[config.mk]
export PLATFORM = sky130hd
export DESIGN_NAME = ogg_pd_outq
export DESIGN_NICKNAME = d
export VERILOG_FILES = /design/src/rtl/core/ogg_pd_pkg.sv /design/src/rtl/core/ogg_pd_outq.sv
export VERILOG_INCLUDE_DIRS = /design/src /design/src/rtl/core
export SDC_FILE = /design/constraint.sdc
export NUM_CORES = 1
export LEC_CHECK = 0
export ABC_AREA = 1
export BUFFER_PORTS_ARGS = -buffer_cell sky130_fd_sc_hd__buf_2
export CORE_MARGIN = 2
export CORE_UTILIZATION = 45
export DETAILED_ROUTE_END_ITERATION = 16
export PLACE_DENSITY = 0.74
export SYNTH_ARGS = -nofsm -noshare
export SYNTH_HDL_FRONTEND = slang
export SYNTH_SLANG_ARGS = --single-unit
export TNS_END_PERCENT = 1
[constraint.sdc]
create_clock -name i_clk -period 16.55 [get_ports i_clk]
set_input_delay 1.655 -clock i_clk [delete_from_list [all_inputs] [get_ports i_clk]]
set_output_delay 1.655 -clock i_clk [all_outputs]
set_load 0.05 [all_outputs]
[src/rtl/core/ogg_page_deframer_assert.svh]
// assertion macros shared by the ogg page deframer modules
`ifndef OGG_PAGE_DEFRAMER_ASSERT_SVH
`define OGG_PAGE_DEFRAMER_ASSERT_SVH

// condition implies property in the same cycle, checked out of reset
`define OGG_PD_ASSERT_IMP(label, cond, prop, msg) \
    label: assert property (@(posedge i_clk) disable iff (!i_rst_n) (cond) |-> (prop)) \
        else $error(msg);

// condition implies property in the next cycle, checked out of reset
`define OGG_PD_ASSERT_NEXT(label, cond, prop, msg) \
    label: assert property (@(posedge i_clk) disable iff (!i_rst_n) (cond) |=> (prop)) \
        else $error(msg);

`endif

[src/rtl/core/ogg_pd_pkg.sv]
// types, constants and helpers shared by the ogg page deframer modules
`timescale 1ns / 1ps

package ogg_pd_pkg;

    // page header layout
    localparam logic [4:0] CountPos   = 5'd26;
    localparam logic [7:0] LaceFull   = 8'hFF;
    // lengths of nonzero packets kept per page
    localparam int unsigned PktDepth  = 255;
    localparam int unsigned PktIdxW   = 8;
    // result queue between the parser and the output port
    localparam int unsigned QueueDepth = 4;

    // parser phase
    typedef enum logic [1:0] {
        PH_HEADER  = 2'd0,
        PH_TABLE   = 2'd1,
        PH_PAYLOAD = 2'd2
    } t_phase;

    // result kinds
    typedef enum logic [1:0] {
        KIND_HEADER  = 2'd0,
        KIND_DESC    = 2'd1,
        KIND_PAYLOAD = 2'd2,
        KIND_ERROR   = 2'd3
    } t_kind;

    // error codes
    localparam logic ERR_CAPTURE   = 1'b0;
    localparam logic ERR_TRUNCATED = 1'b1;

    // one result beat
    typedef struct packed {
        t_kind       kind;
        logic [7:0]  version;
        logic [7:0]  flags;
        logic [63:0] granule;
        logic [31:0] serial;
        logic [31:0] sequence_res;
        logic [7:0]  segment_count;
        logic [15:0] packet_length;
        logic [7:0]  payload;
        logic        packet_last;
        logic        error_code;
    } t_result;

    // up to two results from one input beat, in order
    typedef struct packed {
        logic [1:0] count;
        t_result    first;
        t_result    second;
    } t_push;

    // expected capture pattern byte "OggS"
    function automatic logic [7:0] capture_byte(input logic [1:0] pos);
        logic [7:0] b;
        case (pos)
            2'd0:    b = 8'h4F;
            2'd1:    b = 8'h67;
            2'd2:    b = 8'h67;
            default: b = 8'h53;
        endcase
        return b;
    endfunction

endpackage

[src/rtl/core/ogg_pd_outq.sv]
// result queue taking up to two results a beat and giving one
`timescale 1ns / 1ps
`include "ogg_page_deframer_assert.svh"

module ogg_pd_outq (
    input  logic                i_clk,
    input  logic                i_rst_n,
    input  ogg_pd_pkg::t_push   i_push,
    output logic                o_has_room,
    output logic                o_valid,
    input  logic                i_ready,
    output ogg_pd_pkg::t_result o_head
);
    import ogg_pd_pkg::*;

    localparam int unsigned PtrW = $clog2(QueueDepth);
    localparam int unsigned CntW = PtrW + 1;

    t_result          entries [QueueDepth];
    logic [PtrW-1:0]  r_wr_ptr, n_wr_ptr;
    logic [PtrW-1:0]  r_rd_ptr, n_rd_ptr;
    logic [CntW-1:0]  r_count, n_count;
    logic             pop;
    logic [PtrW-1:0]  wr_ptr_b;

    assign pop        = o_valid && i_ready;
    assign o_valid    = (r_count != '0);
    assign o_head     = entries[r_rd_ptr];
    assign o_has_room = (r_count <= CntW'(QueueDepth - 2));
    assign wr_ptr_b   = r_wr_ptr + PtrW'(1);

    // pointer and fill bookkeeping
    always_comb begin
        n_wr_ptr = r_wr_ptr + PtrW'(i_push.count);
        n_rd_ptr = pop ? r_rd_ptr + PtrW'(1) : r_rd_ptr;
        n_count  = r_count + CntW'(i_push.count) - CntW'(pop);
    end

    always_ff @(posedge i_clk) begin
        if (!i_rst_n) begin
            r_wr_ptr <= '0;
            r_rd_ptr <= '0;
            r_count  <= '0;
        end else begin
            r_wr_ptr <= n_wr_ptr;
            r_rd_ptr <= n_rd_ptr;
            r_count  <= n_count;
        end
    end

    // entry writes
    always_ff @(posedge i_clk) begin
        if (i_push.count != 2'd0) begin
            entries[r_wr_ptr] <= i_push.first;
        end
        if (i_push.count == 2'd2) begin
            entries[wr_ptr_b] <= i_push.second;
        end
    end

    // checks
    `OGG_PD_ASSERT_NEXT(a_push_shows, i_push.count != 2'd0, r_count != '0,
        "pushed result not held in the queue")
    `OGG_PD_ASSERT_IMP(a_push_fits, i_push.count != 2'd0,
        (r_count + CntW'(i_push.count)) <= CntW'(QueueDepth),
        "result queue overflow")
    `OGG_PD_ASSERT_IMP(a_count_bound, r_count != '0, r_count <= CntW'(QueueDepth),
        "result queue count out of range")

endmodule

==> impl_metrics.toml <==
[global_route]
grt_pass1_wl_mm = 149
antenna_found_initial = 24
track_usage_pct = 23.3
grt_max_degree = 203
grt-ovfl-total = 0
grt_pass1_vias = 26900

[synthesis]
synth_fp_nets = 3959
ys_ff_latch = 729
ys_seq_area_share_pct = 61.3
synthCells = 3589
ys_warn_count = 0
synthArstFlopShare_pct = 0
synthFlopType = "edfxtp_1"
synth_edf_count = 720
synth_cell_type_count = 28
avgSynthCellArea_um2 = 9.92
syn_area_mm2 = 0.0356

[critical_path]
r2r_slack_ps = 12520
critPathMaxStageDelay_ps = 850
r2r_cells = 5
critical_path_required_ps = 14890
endpoint_kind = "primary output"
reg2reg_from = "r_wr_ptr[1]"
crit_end = "o_head[51]"
crit_top_cell = "buf_4"
arrival_ps = 4420
crit_type = "register to primary output"
setup.worst_path.start_class = "register"
regToRegEndpoint = "entries[1][114]"
slowest_stage = "buf_4"
path_cells = "clkinv_8, buf_4, buf_4, o21ai_0, o22ai_1, buf_2"
path_max_fanout = 187

[clocking]
clk_latency_ps = 600
cts_tree = "done"
hold_buffers = 0
ctsResizeCount = 0
root_buffer = "clkbuf_16"
clockBufferDepth = 3
htreeDepth = 3
path_clk_slew_ps = 60
postCtsSetupBuffers = 0
tritoncts.num_buffers = 79
cts_sinks = 729

[detailed_routing]
wl_per_cell_um = 19.1
first_pass_iters = 6
vias = 28000
route.detailed.drc = 0
route.antenna.remaining_nets = 0
wirelength_mm = 97.5
viasPerCell = 5.49
drtIter0Drc = 2879

[timing]
min_period_over_period_pct = 36.7
worst_slew_pin_slew_ps = 1270
clock.fmax_mhz = 165
rsz0062_at_grt = "no"
slew_headroom_pct = 15.5
finalMaxSlewViolations = 0
setup_tns_ps = 0
period_needed_ps = 6070
setup_viol = 0
hold_viol = 0
finalClockSkew_ps = 19.2

[floorplan]
die_x_um = 285
die_area_mm2 = 0.0814
rows = 103
initial_core_util_pct = 45.3
core_area_mm2 = 0.0786
boundaryPins = 547
die_h_um = 285

[power_and_ir_drop]
ir_drop_mv = 0.121
sw_frac_of_total_pct = 37.6
power_frac_comb_pct = 31.2
cellLeakagePower_nw = 16.8
p_sw_mw = 2.24
p_per_area_mw_per_mm2 = 145
power_mw = 5.94
p_seq_share_pct = 38.7
clkPwrFrac_pct = 30.1
internal-power_mw = 3.70

[status]
status = "finished clean"

[cells_and_area]
n_fill_cell = 6890
layout-drive-gt1-share_pct = 19.9
syn_to_final_growth_pct = 14.8
nNetsFinal = 4342

[run]
drv_cap = 0

[placement]
place.gp.congestion = 0.800
io_buffers = 546
place_hpwl_mm = 57.2

[hold_path]
holdCritPathClass = "register to register"
synthesized netlist by cell type (5+ instances only):
library cell / number / share of area [%]
clkbuf_2: 10 / 0.14
o22ai_1: 180 / 3.2
clkbuf_1: 96 / 1.0
buf_2: 76 / 1.1
o21ai_2: 98 / 2.4
dfxtp_1: 9 / 0.51
buf_6: 80 / 2.5
nor2_1: 368 / 3.9
buf_4: 12 / 0.25
edfxtp_1: 720 / 61
o21ai_0: 697 / 9.8
inv_1: 192 / 2.0
a21oi_1: 5 / 0.070
o21ai_1: 285 / 4.0
nand2_1: 739 / 7.8
through the flow:
step                      cell area (µm²)  worst slack, ps  hold slack [ps]  utilization (%)  std cells
after detailed placement            38200            11010              482             48.6       4941
after floorplan                     35600              773              448                -       3589
final                               40800            10480              489             52.0       5098
after global routing                40800            10150              530             51.9       5091
after global placement              38200            11030              465             48.6       4941
after CTS                           40800            10500              499             51.9       5084
worst min-delay path by stage:
stage | cells after the start | end | start
6_report | 2 | r_rd_ptr[0] | r_rd_ptr[0]
5_1_grt | 2 | r_rd_ptr[0] | r_rd_ptr[0]
3_3_place_gp | 2 | r_rd_ptr[0] | r_rd_ptr[0]
4_1_cts | 2 | r_rd_ptr[0] | r_rd_ptr[0]
3_5_place_dp | 2 | r_rd_ptr[0] | r_rd_ptr[0]
2_1_floorplan | 2 | register | r_rd_ptr[0]
layout by cell type (no fill, tap or decap), types with 2 or more instances in the layout:
cell type and n:
ha_1 4, edfxtp_1 720, nor2_2 2, nor2_1 368, clkbuf_16 79, o21ai_1 285, diode_2 14, nand2_8 3
dfxtp_4 2, bufinv_16 12, inv_2 2, a21oi_1 5, o21ai_0 697, clkbuf_1 16, clkinv_1 16, buf_2 546
inv_6 3, buf_12 3, o22ai_1 180, inv_1 192, dfxtp_1 7, nand3_1 3, nand2_4 3, buf_4 27
clkinvlp_4 2, clkinv_2 12, nand2_1 736, o21ai_2 98, clkinv_8 3
power groups by stage:
stage | combinational [mW] | clock (mW) | sequential (mW)
finish | 1.85 | 1.79 | 2.30
global route | 1.98 | 1.89 | 2.32
CTS | 1.86 | 1.81 | 2.30
detailed placement | 1.85 | 0 | 2.34
global placement | 1.83 | 0 | 2.34
floorplan | 1.37 | 0 | 2.35
sequential cells by signal, summed over array words and instances (netlist names), named ones only:
register / count
r_rd_ptr: 2
entries: 720
r_wr_ptr: 2
r_count: 3
per-layer routing:
| layer | track usage, % | part of all wire, % | up-vias |
|---|---|---|---|
| li1 | - | - | 13400 |
| met1 | 30.0 | 39 | 13200 |
| met2 | 39.6 | 49 | 1220 |
| met3 | 4.69 | 9.3 | 176 |
| met4 | 7.68 | 2.4 | 22 |
| met5 | 0 | 0.16 | - |
final cells by class:
type / instances / area (µm²) / area share (%)
Inverter: 196 / 753 / 1.84
Sequential cell: 729 / 21800 / 53.4
Antenna cell: 14 / 35.0 / 0.0858
Clock inverter: 47 / 554 / 1.36
Timing Repair Buffer: 576 / 3000 / 7.33
Clock buffer: 96 / 2050 / 5.02
Multi-Input combinational cell: 2390 / 11300 / 27.7
Tap cell: 1050 / 1310 / 3.22
critical path, delay by kind of cell (launching register included):
family | cells | cell delay (ps)
flops | 1 | 530
buf+inv | 4 | 2510
compound gates | 2 | 410
cell families after synthesis:
logic type               Yosys count  synth area share (%)
buffers and inverters            470                  7.08
flip-flops                       729                  61.3
AND/OR/NAND/NOR                 1118                  12.0
adder cells (fa/ha/maj)            5                 0.197
AO/OA/AOI/OAI                   1267                  19.5
Note: power is estimated with default switching activity, not from simulation.
